[src/rtl/assert_macros.svh]
// Assertion helpers included by the parser top
`ifndef ASSERT_MACROS_SVH
`define ASSERT_MACROS_SVH

// Check a property on every rising edge of i_clk outside reset
`define ASSERT_CLK(label, prop, msg) \
    label: assert property (@(posedge i_clk) disable iff (!i_rst_n) prop) else $error(msg);

// Check a property on every rising edge of i_clk, reset included
`define ASSERT_ALWAYS(label, prop, msg) \
    label: assert property (@(posedge i_clk) prop) else $error(msg);

`endif

[src/rtl/dtf_pkg.sv]
// ----------------------------------------------------------------------------
// dtf_pkg
// Types, character codes and IEEE single arithmetic helpers for the decimal
// text to float parser.
// ----------------------------------------------------------------------------
`default_nettype none

package dtf_pkg;

    localparam int FRACTION_STEPS_DEF = 64;
    localparam int EXPONENT_CAP_DEF   = 1023;
    localparam int POW_MIN_EXP        = 45;
    localparam int POW_MAX_EXP        = 38;
    localparam int POW_ENTRIES        = POW_MIN_EXP + POW_MAX_EXP + 1;

    localparam logic [7:0] CH_MINUS = 8'h2D;
    localparam logic [7:0] CH_PLUS  = 8'h2B;
    localparam logic [7:0] CH_DOT   = 8'h2E;
    localparam logic [7:0] CH_ZERO  = 8'h30;
    localparam logic [7:0] CH_NINE  = 8'h39;
    localparam logic [7:0] CH_E_LO  = 8'h65;
    localparam logic [7:0] CH_E_UP  = 8'h45;

    localparam logic [31:0] FP_NAN  = 32'h7FC0_0000;
    localparam logic [31:0] FP_INF  = 32'h7F80_0000;
    localparam logic [31:0] FP_TEN  = 32'h4120_0000;
    localparam logic [31:0] FP_TENTH = 32'h3DCC_CCCD;

    // Powers of ten from 10^-45 up to 10^38, as double literals
    localparam real POW_DECADES [POW_ENTRIES] = '{
        1e-45, 1e-44, 1e-43, 1e-42, 1e-41, 1e-40, 1e-39, 1e-38, 1e-37, 1e-36,
        1e-35, 1e-34, 1e-33, 1e-32, 1e-31, 1e-30, 1e-29, 1e-28, 1e-27, 1e-26,
        1e-25, 1e-24, 1e-23, 1e-22, 1e-21, 1e-20, 1e-19, 1e-18, 1e-17, 1e-16,
        1e-15, 1e-14, 1e-13, 1e-12, 1e-11, 1e-10, 1e-9, 1e-8, 1e-7, 1e-6,
        1e-5, 1e-4, 1e-3, 1e-2, 1e-1, 1e0, 1e1, 1e2, 1e3, 1e4,
        1e5, 1e6, 1e7, 1e8, 1e9, 1e10, 1e11, 1e12, 1e13, 1e14,
        1e15, 1e16, 1e17, 1e18, 1e19, 1e20, 1e21, 1e22, 1e23, 1e24,
        1e25, 1e26, 1e27, 1e28, 1e29, 1e30, 1e31, 1e32, 1e33, 1e34,
        1e35, 1e36, 1e37, 1e38};

    typedef enum logic [3:0] {
        ST_IDLE = 4'b0001,
        ST_MUL  = 4'b0010,
        ST_ADD  = 4'b0100,
        ST_FIN  = 4'b1000
    } t_state;

    // Round to nearest even and pack; value = m * 2^(e - 176), m nonzero
    function automatic logic [31:0] round_pack(input logic s, input logic signed [12:0] e,
                                               input logic [49:0] m);
        logic [49:0] mm;
        logic [49:0] mask;
        logic signed [12:0] ee;
        logic [5:0] lz;
        logic [12:0] sh;
        logic sticky;
        logic [24:0] r;
        logic [31:0] pk;
        lz = '0;
        for (int i = 0; i < 50; i++) begin
            if (m[i]) lz = 6'(49 - i);
        end
        mm = m << lz;
        ee = e - 13'($unsigned(lz));
        sticky = 1'b0;
        if (ee < 13'sd1) begin
            sh = 13'(13'sd1 - ee);
            if (sh > 13'd50) sh = 13'd50;
            mask = (50'd1 << sh[5:0]) - 50'd1;
            if (sh == 13'd50) mask = '1;
            sticky = |(mm & mask);
            mm = (sh == 13'd50) ? '0 : (mm >> sh[5:0]);
            ee = 13'sd1;
        end
        sticky = sticky | (|mm[24:0]);
        r = {1'b0, mm[49:26]} + 25'(mm[25] & (sticky | mm[26]));
        if (ee > 13'sd254) begin
            pk = {s, FP_INF[30:0]};
        end else begin
            pk = ({24'd0, 8'(ee[7:0] - 8'd1)} << 23) + {7'd0, r};
            pk = {s, pk[30:0]};
        end
        return pk;
    endfunction

    function automatic logic [31:0] fp_mul(input logic [31:0] a, input logic [31:0] b);
        logic s;
        logic nan_a, nan_b, inf_a, inf_b, zero_a, zero_b;
        logic [23:0] ma, mb;
        logic [47:0] p;
        logic signed [12:0] e;
        logic [31:0] res;
        s = a[31] ^ b[31];
        nan_a = (a[30:23] == 8'hFF) && (a[22:0] != '0);
        nan_b = (b[30:23] == 8'hFF) && (b[22:0] != '0);
        inf_a = (a[30:23] == 8'hFF) && (a[22:0] == '0);
        inf_b = (b[30:23] == 8'hFF) && (b[22:0] == '0);
        zero_a = (a[30:0] == '0);
        zero_b = (b[30:0] == '0);
        ma = {a[30:23] != 8'h00, a[22:0]};
        mb = {b[30:23] != 8'h00, b[22:0]};
        p = 48'(ma) * 48'(mb);
        e = 13'($unsigned((a[30:23] == 8'h00) ? 8'd1 : a[30:23]))
          + 13'($unsigned((b[30:23] == 8'h00) ? 8'd1 : b[30:23])) - 13'sd126;
        if (nan_a || nan_b) begin
            res = FP_NAN;
        end else if (inf_a || inf_b) begin
            res = (zero_a || zero_b) ? FP_NAN : {s, FP_INF[30:0]};
        end else if (zero_a || zero_b) begin
            res = {s, 31'd0};
        end else begin
            res = round_pack(s, e, {p, 2'b00});
        end
        return res;
    endfunction

    function automatic logic [31:0] fp_add(input logic [31:0] a, input logic [31:0] b);
        logic nan_a, nan_b, inf_a, inf_b, zero_a, zero_b;
        logic [31:0] x, y;
        logic [7:0] ex, ey, diff;
        logic [49:0] xm, ym, mask, sum;
        logic [31:0] res;
        nan_a = (a[30:23] == 8'hFF) && (a[22:0] != '0);
        nan_b = (b[30:23] == 8'hFF) && (b[22:0] != '0);
        inf_a = (a[30:23] == 8'hFF) && (a[22:0] == '0);
        inf_b = (b[30:23] == 8'hFF) && (b[22:0] == '0);
        zero_a = (a[30:0] == '0);
        zero_b = (b[30:0] == '0);
        if (b[30:0] > a[30:0]) begin
            x = b;
            y = a;
        end else begin
            x = a;
            y = b;
        end
        ex = (x[30:23] == 8'h00) ? 8'd1 : x[30:23];
        ey = (y[30:23] == 8'h00) ? 8'd1 : y[30:23];
        diff = ex - ey;
        xm = {1'b0, x[30:23] != 8'h00, x[22:0], 25'd0};
        ym = {1'b0, y[30:23] != 8'h00, y[22:0], 25'd0};
        if (diff >= 8'd50) begin
            ym = 50'd1;
        end else begin
            mask = (50'd1 << diff[5:0]) - 50'd1;
            ym = (ym >> diff[5:0]) | 50'(|(ym & mask));
        end
        sum = (x[31] == y[31]) ? (xm + ym) : (xm - ym);
        if (nan_a || nan_b) begin
            res = FP_NAN;
        end else if (inf_a && inf_b) begin
            res = (a[31] != b[31]) ? FP_NAN : a;
        end else if (inf_a) begin
            res = a;
        end else if (inf_b) begin
            res = b;
        end else if (zero_a && zero_b) begin
            res = {a[31] & b[31], 31'd0};
        end else if (zero_a) begin
            res = b;
        end else if (zero_b) begin
            res = a;
        end else if (sum == '0) begin
            res = '0;
        end else begin
            res = round_pack(x[31], 13'($unsigned(ex)) + 13'sd1, sum);
        end
        return res;
    endfunction

    function automatic logic [31:0] digit_float(input logic [3:0] d);
        logic [31:0] f;
        case (d)
            4'd1:    f = 32'h3F80_0000;
            4'd2:    f = 32'h4000_0000;
            4'd3:    f = 32'h4040_0000;
            4'd4:    f = 32'h4080_0000;
            4'd5:    f = 32'h40A0_0000;
            4'd6:    f = 32'h40C0_0000;
            4'd7:    f = 32'h40E0_0000;
            4'd8:    f = 32'h4100_0000;
            4'd9:    f = 32'h4110_0000;
            default: f = 32'h0000_0000;
        endcase
        return f;
    endfunction

    // Elaboration-time helpers for the constant tables
    function automatic logic [31:0] dbl_to_flt(input logic [63:0] d);
        logic [52:0] m53;
        logic [49:0] m50;
        logic signed [12:0] e;
        logic [31:0] res;
        m53 = {1'b1, d[51:0]};
        m50 = {m53[52:4], m53[3] | (|m53[2:0])};
        e = 13'($unsigned(d[62:52])) - 13'sd896;
        if (d[62:52] == 11'd0) res = {d[63], 31'd0};
        else                   res = round_pack(d[63], e, m50);
        return res;
    endfunction

    function automatic real flt_to_real(input logic [31:0] f);
        real r;
        int sc;
        if (f[30:23] == 8'h00) begin
            r = f[22:0];
            sc = -149;
        end else begin
            r = {1'b1, f[22:0]};
            sc = int'(f[30:23]) - 150;
        end
        while (sc > 0) begin
            r = r * 2.0;
            sc = sc - 1;
        end
        while (sc < 0) begin
            r = r * 0.5;
            sc = sc + 1;
        end
        return r;
    endfunction

    function automatic logic [31:0] factor_bits(input int idx, input int steps);
        logic [31:0] fb;
        fb = FP_TENTH;
        for (int i = 0; i < idx; i++) begin
            fb = dbl_to_flt($realtobits(flt_to_real(fb) * 0.1));
        end
        if (idx == steps - 1) fb = '0;
        return fb;
    endfunction

    function automatic logic [31:0] pow_bits(input int k);
        return dbl_to_flt($realtobits(POW_DECADES[k + POW_MIN_EXP]));
    endfunction

endpackage

`default_nettype wire

[src/rtl/decimal_text_to_float_parser_top.sv]
// ----------------------------------------------------------------------------
// decimal_text_to_float_parser_top
// Parses decimal text, one character per item, into an IEEE single value.
// ----------------------------------------------------------------------------
// A character item is handled in idle; a mantissa or fraction digit steps
// through multiply, add and back to idle in the one shared float multiply/add
// unit; an end item adds the final scale multiply. The input is not ready
// while a digit or the final scale multiply is in the unit or a result waits
// on the output. No clearing pass is needed after reset.
`default_nettype none

`include "assert_macros.svh"

module decimal_text_to_float_parser_top
    import dtf_pkg::*;
#(
    parameter int FRACTION_STEPS = FRACTION_STEPS_DEF,
    parameter int EXPONENT_CAP   = EXPONENT_CAP_DEF
) (
    input  wire         i_clk,
    input  wire         i_rst_n,
    input  wire         i_in_valid,
    output logic        o_in_ready,
    input  wire  [7:0]  i_char_code,
    input  wire         i_has_char,
    input  wire         i_end_of_string,
    output logic        o_out_valid,
    input  wire         i_out_ready,
    output logic        o_parse_ok,
    output logic [31:0] o_value_bits
);

    localparam int FC_W = $clog2(FRACTION_STEPS);
    localparam int EX_W = $clog2(EXPONENT_CAP + 1);

    logic [31:0] factor_rom [FRACTION_STEPS];
    logic [31:0] pow_rom [POW_ENTRIES];

    for (genvar g = 0; g < FRACTION_STEPS; g++) begin : g_factor
        localparam logic [31:0] FACTOR_VAL = factor_bits(g, FRACTION_STEPS);
        assign factor_rom[g] = FACTOR_VAL;
    end

    for (genvar g = 0; g < POW_ENTRIES; g++) begin : g_pow
        localparam logic [31:0] POW_VAL = pow_bits(g - POW_MIN_EXP);
        assign pow_rom[g] = POW_VAL;
    end

    t_state r_state, n_state;
    logic [31:0] r_acc, n_acc;
    logic [31:0] r_opa, n_opa;
    logic [31:0] r_opb, n_opb;
    logic [31:0] r_tmp, n_tmp;
    logic [31:0] r_digf, n_digf;
    logic        r_frac_mode, n_frac_mode;
    logic        r_last, n_last;
    logic [FC_W-1:0] r_frac_cnt, n_frac_cnt;
    logic [EX_W-1:0] r_exp, n_exp;
    logic r_empty, n_empty, r_neg, n_neg, r_dot, n_dot, r_expf, n_expf;
    logic r_exp_neg, n_exp_neg, r_exp_sign, n_exp_sign, r_failed, n_failed;
    logic        r_out_valid, n_out_valid;
    logic        r_out_ok, n_out_ok;
    logic [31:0] r_out_bits, n_out_bits;

    logic [31:0] w_unit_a, w_unit_b, w_unit_res, w_signed_acc, w_scale;
    logic        w_unit_add;
    logic        w_accept, w_is_digit, w_ok;
    logic [3:0]  w_digit;
    logic [EX_W+3:0] w_exp_next;
    logic [6:0]  w_pow_idx;

    assign o_in_ready   = (r_state == ST_IDLE) && !r_out_valid;
    assign o_out_valid  = r_out_valid;
    assign o_parse_ok   = r_out_ok;
    assign o_value_bits = r_out_bits;

    assign w_accept     = i_in_valid && o_in_ready;
    assign w_is_digit   = i_char_code inside {[CH_ZERO:CH_NINE]};
    assign w_digit      = 4'(i_char_code - CH_ZERO);
    assign w_exp_next   = (EX_W + 4)'(r_exp) * (EX_W + 4)'(10) + (EX_W + 4)'(w_digit);
    assign w_signed_acc = {r_acc[31] ^ r_neg, r_acc[30:0]};
    assign w_ok         = !r_failed && !r_empty;

    always_comb begin
        w_pow_idx = r_exp_neg ? 7'(POW_MIN_EXP - int'(r_exp[$clog2(POW_MIN_EXP + 1)-1:0]))
                              : 7'(POW_MIN_EXP + int'(r_exp[$clog2(POW_MAX_EXP + 1)-1:0]));
        if (!r_exp_neg && (r_exp > EX_W'(POW_MAX_EXP)))     w_scale = FP_INF;
        else if (r_exp_neg && (r_exp > EX_W'(POW_MIN_EXP))) w_scale = '0;
        else                                                w_scale = pow_rom[w_pow_idx];
    end

    // Shared float unit
    always_comb begin
        w_unit_add = 1'b0;
        w_unit_a   = r_opa;
        w_unit_b   = r_opb;
        case (r_state)
            ST_ADD: begin
                w_unit_add = 1'b1;
                w_unit_a   = r_tmp;
                w_unit_b   = r_frac_mode ? r_acc : r_digf;
            end
            ST_FIN: begin
                w_unit_a = w_signed_acc;
                w_unit_b = w_scale;
            end
            default: ;
        endcase
        w_unit_res = w_unit_add ? fp_add(w_unit_a, w_unit_b) : fp_mul(w_unit_a, w_unit_b);
    end

    always_comb begin
        n_state     = r_state;
        n_acc       = r_acc;
        n_opa       = r_opa;
        n_opb       = r_opb;
        n_tmp       = r_tmp;
        n_digf      = r_digf;
        n_frac_mode = r_frac_mode;
        n_last      = r_last;
        n_frac_cnt  = r_frac_cnt;
        n_exp       = r_exp;
        n_empty     = r_empty;
        n_neg       = r_neg;
        n_dot       = r_dot;
        n_expf      = r_expf;
        n_exp_neg   = r_exp_neg;
        n_exp_sign  = r_exp_sign;
        n_failed    = r_failed;
        n_out_valid = r_out_valid && !i_out_ready;
        n_out_ok    = r_out_ok;
        n_out_bits  = r_out_bits;

        case (r_state)
            ST_IDLE: begin
                if (w_accept) begin
                    n_last  = i_end_of_string;
                    n_state = i_end_of_string ? ST_FIN : ST_IDLE;
                    if (i_has_char && !r_failed) begin
                        if ((i_char_code == CH_MINUS) && r_empty) begin
                            n_empty = 1'b0;
                            n_neg   = 1'b1;
                        end else if (i_char_code == CH_DOT) begin
                            if (r_dot) n_failed = 1'b1;
                            else       n_dot    = 1'b1;
                        end else if (w_is_digit) begin
                            n_empty = 1'b0;
                            n_digf  = digit_float(w_digit);
                            if (r_dot) begin
                                n_frac_mode = 1'b1;
                                n_opa       = factor_rom[r_frac_cnt];
                                n_opb       = digit_float(w_digit);
                                n_state     = ST_MUL;
                                if (r_frac_cnt != FC_W'(FRACTION_STEPS - 1))
                                    n_frac_cnt = r_frac_cnt + 1'b1;
                            end else if (r_expf) begin
                                n_exp = (w_exp_next > (EX_W + 4)'(EXPONENT_CAP))
                                      ? EX_W'(EXPONENT_CAP) : EX_W'(w_exp_next);
                            end else begin
                                n_frac_mode = 1'b0;
                                n_opa       = r_acc;
                                n_opb       = FP_TEN;
                                n_state     = ST_MUL;
                            end
                        end else if (((i_char_code == CH_PLUS) || (i_char_code == CH_MINUS))
                                     && r_expf) begin
                            if (r_exp_sign) begin
                                n_failed = 1'b1;
                            end else begin
                                n_exp_sign = 1'b1;
                                if (i_char_code == CH_MINUS) n_exp_neg = 1'b1;
                            end
                        end else if ((i_char_code == CH_E_LO) || (i_char_code == CH_E_UP)) begin
                            if (r_expf) begin
                                n_failed = 1'b1;
                            end else begin
                                n_expf = 1'b1;
                                n_dot  = 1'b0;
                            end
                        end else begin
                            n_failed = 1'b1;
                        end
                    end
                end
            end
            ST_MUL: begin
                n_tmp   = w_unit_res;
                n_state = ST_ADD;
            end
            ST_ADD: begin
                n_acc   = w_unit_res;
                n_state = r_last ? ST_FIN : ST_IDLE;
            end
            ST_FIN: begin
                n_out_valid = 1'b1;
                n_out_ok    = w_ok;
                n_out_bits  = !w_ok ? '0 : (r_expf ? w_unit_res : w_signed_acc);
                n_state     = ST_IDLE;
                // drop the text state for the next number
                n_acc      = '0;
                n_frac_cnt = '0;
                n_exp      = '0;
                n_empty    = 1'b1;
                n_neg      = 1'b0;
                n_dot      = 1'b0;
                n_expf     = 1'b0;
                n_exp_neg  = 1'b0;
                n_exp_sign = 1'b0;
                n_failed   = 1'b0;
            end
            default: n_state = ST_IDLE;
        endcase
    end

    always_ff @(posedge i_clk) begin
        if (!i_rst_n) begin
            r_state     <= ST_IDLE;
            r_acc       <= '0;
            r_frac_cnt  <= '0;
            r_exp       <= '0;
            r_empty     <= 1'b1;
            r_neg       <= 1'b0;
            r_dot       <= 1'b0;
            r_expf      <= 1'b0;
            r_exp_neg   <= 1'b0;
            r_exp_sign  <= 1'b0;
            r_failed    <= 1'b0;
            r_last      <= 1'b0;
            r_out_valid <= 1'b0;
        end else begin
            r_state     <= n_state;
            r_acc       <= n_acc;
            r_frac_cnt  <= n_frac_cnt;
            r_exp       <= n_exp;
            r_empty     <= n_empty;
            r_neg       <= n_neg;
            r_dot       <= n_dot;
            r_expf      <= n_expf;
            r_exp_neg   <= n_exp_neg;
            r_exp_sign  <= n_exp_sign;
            r_failed    <= n_failed;
            r_last      <= n_last;
            r_out_valid <= n_out_valid;
        end
    end

    always_ff @(posedge i_clk) begin
        r_opa       <= n_opa;
        r_opb       <= n_opb;
        r_tmp       <= n_tmp;
        r_digf      <= n_digf;
        r_frac_mode <= n_frac_mode;
        r_out_ok    <= n_out_ok;
        r_out_bits  <= n_out_bits;
    end

    `ASSERT_CLK(a_state_onehot, $onehot(r_state), "state register not one-hot")
    `ASSERT_CLK(a_fin_gives_item, r_state == ST_FIN |=> r_out_valid, "no item after finish")
    `ASSERT_CLK(a_fail_zero, (r_out_valid && !r_out_ok) |-> (r_out_bits == '0), "failed item not zero")
    `ASSERT_CLK(a_exp_capped, r_exp <= EX_W'(EXPONENT_CAP), "exponent count above cap")

endmodule

`default_nettype wire
[config.mk]
export PLATFORM = sky130hd
export DESIGN_NAME = decimal_text_to_float_parser_top
export DESIGN_NICKNAME = d
export VERILOG_FILES = /design/src/rtl/dtf_pkg.sv /design/src/rtl/decimal_text_to_float_parser_top.sv
export VERILOG_INCLUDE_DIRS = /design/src /design/src/rtl
export SDC_FILE = /design/constraint.sdc
export NUM_CORES = 2
export LEC_CHECK = 0
export BUFFER_PORTS_ARGS = -buffer_cell sky130_fd_sc_hd__buf_2
export CAP_MARGIN = 0
export CORE_ASPECT_RATIO = 2
export CORE_MARGIN = 2
export CORE_UTILIZATION = 55
export DETAILED_ROUTE_END_ITERATION = 7
export HOLD_SLACK_MARGIN = 0.05
export PLACE_DENSITY = 0.79
export SETUP_SLACK_MARGIN = 0.1
export SKIP_CTS_REPAIR_TIMING = 1
export SLEW_MARGIN = 20
export SYNTH_ARGS = -nofsm -noshare
export SYNTH_HDL_FRONTEND = slang
export SYNTH_SLANG_ARGS = --single-unit
[constraint.sdc]
create_clock -name i_clk -period 25.2 [get_ports i_clk]
set_input_delay 2.52 -clock i_clk [delete_from_list [all_inputs] [get_ports i_clk]]
set_output_delay 2.52 -clock i_clk [all_outputs]
set_load 0.01 [all_outputs]
==> results of run 1 <==
## metrics by stage
stage          utilization [%]  hold slack (ps)  setup slack [ps]
3_5_place_dp              58.1              476              1790
3_3_place_gp              58.1              470               942
4_1_cts                   58.7              482              1560
2_1_floorplan                -              406              1930
## logic make-up after synthesis
group	Yosys count	share of synthesized area (%)
XOR/XNOR	187	2.49
flip-flops	173	6.95
adder cells (fa/ha/maj)	870	22.1
AO/OA/AOI/OAI	3132	32.4
buffers and inverters	1251	7.40
AND/OR/NAND/NOR	3619	25.4
multiplexers	200	3.29
## cell usage after synthesis, types with 61 or more instances
library cell	instances	area [um2]
nand3_1	266	1330
a31oi_1	148	926
a21o_1	80	601
o21ai_0	530	2650
a21oi_1	694	3470
edfxtp_1	112	3360
o22ai_1	143	895
a22oi_1	113	848
clkbuf_1	466	1750
buf_1	92	345
o21ai_1	67	335
xnor2_1	124	1090
nand4_1	97	607
xor2_1	62	543
mux2i_1	137	1370
fa_1	489	9790
inv_1	553	2080
dfxtp_1	61	1220
o211ai_1	151	1130
and2_1	123	769
nand2b_1	89	557
nor2_1	925	3470
nand2_1	1314	4930
o31ai_1	86	646
buf_2	102	510
ha_1	380	4750
a211oi_1	196	1470
and3_1	86	538
nor4_1	94	588
o221ai_1	74	648
o21a_1	72	541
nor3_1	285	1430
or3_1	80	500
## metal layers
metal	overflow	global-route usage, %
met1	25	79.1
met4	685	89.3
met5	8	40.0
met2	1158	99.5
met3	31	68.8
==> summary.md, run 1 <==
| Metric | Value |
|---|---|
| Maximum clock path buffer count | `2` |
| Boundary pin count | `49` |
| EDFF count, synth | `112` |
| Starting Density | `55.5%` |
| Clock root cell | `clkbuf_16` |
| Dpl cells | `10.8k` |
| First-pass GRT wire length | `785000 um` |
| Rows | `179` |
| Cell area after synthesis | `66000 um2` |
| Seq cells post-synth | `173` |
| Clk sinks | `173` |
| Syn avg cell area | `6.99 um2` |
| Asr flop ratio synth | `0%` |
| Die H | `494 um` |
| Ys Warns | `0` |
| Exit stage | `global routing` |
| H-tree Lvls | `4` |
| Status | `did not finish` |
| Post-Syn Instances | `9432` |
| Number of port buffers | `48` |
| Number of global-route vias before repair | `98.1k` |
| Dpl hpwl | `318000 um` |
| Synthesized netlist net count | `10.3k` |
| Yosys cell types | `129` |
| Number of buffers created by CTS | `17` |
| Area after DPL | `69100 um2` |
| Stop err | `[ERROR GRT-0116] Global routing finished with congestion. Check the congestion regions in the DRC Viewer.` |
| Routability cong. | `1.38` |
| Total global-route track usage | `82.9%` |
| Largest net degree at the start of global routing | `93` |
| Sequential area share after synthesis | `6.95%` |
| Prevailing post-synth register cell | `edfxtp_1` |
| Die Span X | `249 um` |
| GRT overflow | `1907` |
==> run 2: changes to the inputs <==
--- a/config.mk
+++ b/config.mk
@@ -8,13 +8,10 @@
 export LEC_CHECK = 0
 export BUFFER_PORTS_ARGS = -buffer_cell sky130_fd_sc_hd__buf_2
 export CAP_MARGIN = 0
-export CORE_ASPECT_RATIO = 2
 export CORE_MARGIN = 2
-export CORE_UTILIZATION = 55
+export CORE_UTILIZATION = 40
 export DETAILED_ROUTE_END_ITERATION = 7
-export HOLD_SLACK_MARGIN = 0.05
-export PLACE_DENSITY = 0.79
-export SETUP_SLACK_MARGIN = 0.1
+export PLACE_DENSITY_LB_ADDON = 0.15
 export SKIP_CTS_REPAIR_TIMING = 1
 export SLEW_MARGIN = 20
 export SYNTH_ARGS = -nofsm -noshare
==> summary.md, run 2 <==
| Metric | Value |
|---|---|
| Number of port buffers | `48 (unchanged)` |
| Post-route ant nets | `0` |
| Post-synthesis mux area share | `3.29% (unchanged)` |
| Crit path max fanout | `22` |
| Final hold vios | `0` |
| Period Utilization, post-route | `97.6%` |
| Cell area after synthesis | `66000 um2 (unchanged)` |
| RSZ-0062 raised after global routing | `false` |
| P_int | `0.00112 W` |
| Crit Path Class | `reg2reg` |
| Setup TNS | `0 ps` |
| Synth Area in Compound Gates | `32.4% (unchanged)` |
| Worst Tran Pin Value | `1460 ps` |
| Rows | `149 (was 179)` |
| Most common cell in the synthesized netlist | `nand2_1 (unchanged)` |
| Most frequent cells in the layout | `nand2_1, nor2_1, a21oi_1` |
| Clk sinks | `173 (unchanged)` |
| Synth Area in Adders | `22.1% (unchanged)` |
| Simple-Gate Fraction of Synth Area | `25.4% (unchanged)` |
| CP max stage delay | `880 ps` |
| Arrival @ worst endpoint | `24760 ps` |
| Sw Share | `61.7%` |
| Top post-synthesis cells by count | `nand2_1, nor2_1, a21oi_1 (unchanged)` |
| Max rail drop VDD | `0.0509 mV` |
| Die Span X | `410 um (was 249 um)` |
| Combinational share of power | `80.4%` |
| Layout area overhead | `6.61%` |
| Initial antenna violation count | `26` |
| Pwr per Cell Area | `41.7 nW/um2` |
| Commonest non-fill, non-tap cell in the layout | `nand2_1` |
| Nature of the critical path endpoint | `register` |
| Synth Area in XOR/XNOR | `2.49% (unchanged)` |
| Post-Syn Instances | `9432 (unchanged)` |
| GRT overflow | `0` |
| Status | `complete, but fails checks (was did not finish)` |
| TritonCTS clock tree | `built` |
| Number of buffers created by CTS | `17 (unchanged)` |
| Asr flop ratio synth | `0% (unchanged)` |
| Share of total power in the clock network | `9.0%` |
| Maximum clock path buffer count | `2 (unchanged)` |
| Routability cong. | `1.12 (was 1.38)` |
| Final nets | `10.1k` |
| Crit path time final | `24610 ps` |
| Relative slew margins | `2.20%` |
| WP data required | `25350 ps` |
| Die area | `168000 um2` |
| WL final | `392000 um` |
| Seq cells post-synth | `173 (unchanged)` |
| Final setup fails | `0` |
| DRC errors left | `11` |
| Switch Pwr | `0.00181 W` |
| Crit path top cell by count | `a21oi_1` |
| Maximum clock rate | `0.0406 GHz` |
| Worst hold path type | `reg2reg` |
| Area share of the largest cell type after synthesis | `14.8% (unchanged)` |
| EDFF count, synth | `112 (unchanged)` |
| Crit start category | `register` |
| Clock root cell | `clkbuf_16 (unchanged)` |
| Leak | `26.2 nW` |
| Largest area contributor in the netlist | `fa_1 (unchanged)` |
| Largest net degree at the start of global routing | `93` |
| Vias | `82.3k` |
| Top cells by area, synth | `fa_1, nand2_1, ha_1, a21oi_1, nor2_1 (unchanged)` |
| WL/cell | `34.2 um` |
| Starting Density | `40.1% (was 55.5%)` |
| Placeable Area | `164000 um2` |
| Prevailing post-synth register cell | `edfxtp_1 (unchanged)` |
| Total global-route track usage | `44.6%` |
| Boundary pin count | `49 (unchanged)` |
| Sequential area share after synthesis | `6.95% (unchanged)` |
| Failing checks | `DRC` |
| Syn avg cell area | `6.99 um2 (unchanged)` |
| Die H | `410 um (was 494 um)` |
| Dpl hpwl | `305000 um (was 318000 um)` |
| Clock latency on the worst-skew pair | `460 ps` |
| Yosys cell types | `129 (unchanged)` |
| Drt initial violations | `13.9k` |
| Max Cap Viol | `0` |
| DR vias/cell | `7.20` |
| Clk_skew | `16.5 ps` |
| Worst-path clk slew | `70 ps` |
| Fin. max-slew vios | `0` |
| Post-layout util | `42.8%` |
| Layout cells sized above 1 | `8.33%` |
| Slowest-stage cell, CP | `o31ai_1` |
| H-tree Lvls | `4 (unchanged)` |
| Seq pwr share | `10.6%` |
| Ys Warns | `0 (unchanged)` |
| DRT Pass-1 Iters | `8` |
| Synthesized netlist net count | `10.3k (unchanged)` |
| Largest family of logic cells by synthesized area | `compound AO/OA/AOI/OAI gates (unchanged)` |
| First-pass GRT wire length | `558000 um` |
| Number of global-route vias before repair | `76.6k` |
==> run 2: cell counts after synthesis <==
Identical to the previous run, type by type.
==> run 2: path summary, 6_finish.rpt <==
kind	startpoint	end	slack (ps)	cells past startpoint
worst max-delay path	r_exp[0]	o_value_bits[30]	590	93
worst min-delay path	r_last	r_state[3]	490	2
worst max register to register	r_exp[0]	o_value_bits[30]	590	93
worst min register to register	r_last	r_state[3]	490	2
==> run 2: kinds of logic (layout without fill, tap and decap cells) <==
group | after synthesis | count (layout)
flip-flops | 173 | 173
AND/OR/NAND/NOR | 3619 | 3619
adder cells (fa/ha/maj) | 870 | 870
AO/OA/AOI/OAI | 3132 | 3134
XOR/XNOR | 187 | 187
multiplexers | 200 | 200
buffers and inverters | 1251 | 1049
other | 0 | 11
==> run 2: per-stage QoR <==
stage / power (W) / area, um2 / std cells / setup WS (ps) / hold slack, ps
floorplan: 0.00166 / 66000 / 9432 / 1930 / 406
global placement: 0.00253 / 69500 / 11379 / 728 / 467
detailed placement: 0.00251 / 69500 / 11379 / 545 / 472
CTS: 0.00278 / 70100 / 11411 / 348 / 482
global route: 0.00301 / 70300 / 11421 / 75.6 / 516
finish: 0.00293 / 70300 / 11432 / 595 / 492
==> run 2: power by group through the flow <==
stage	logic (W)	registers [W]	clock network, W
4_1_cts	0.00220	0.000311	0.000264
3_5_place_dp	0.00219	0.000317	0
2_1_floorplan	0.00134	0.000315	0
6_report	0.00236	0.000311	0.000264
3_3_place_gp	0.00221	0.000317	0
5_1_grt	0.00243	0.000311	0.000275
==> run 2: critical path, delay by kind of cell, from the launching register on <==
family / cells / cell delay [ps]
AOI/OAI and AO/OA: 43 / 12520
xor gates and xnor gates: 5 / 1840
adders and majority gates: 9 / 2430
buffers and inverters: 9 / 1730
DFF: 1 / 390
muxes: 1 / 350
and+or+nand+nor: 26 / 4980
==> run 2: cell type report <==
cell class / instances / area, um2
fill: 17437 / 94100
multi-input combinational: 8010 / 57000
sequential: 173 / 4590
timing repair buffer: 439 / 3230
tap: 2189 / 2740
inverter: 578 / 2170
clock buffer: 20 / 457
clock inverter: 12 / 110
antenna: 11 / 27.5
==> run 2: metal layers <==
metal | track usage, % | vias to the layer above | share of wire (%)
li1 | - | 34187 | -
met1 | 60.3 | 40200 | 40
met2 | 63.1 | 6604 | 40
met3 | 14.1 | 1243 | 14
met4 | 22.7 | 24 | 6.4
met5 | 0 | - | 0.078
Power figures use the tool's default switching activity.
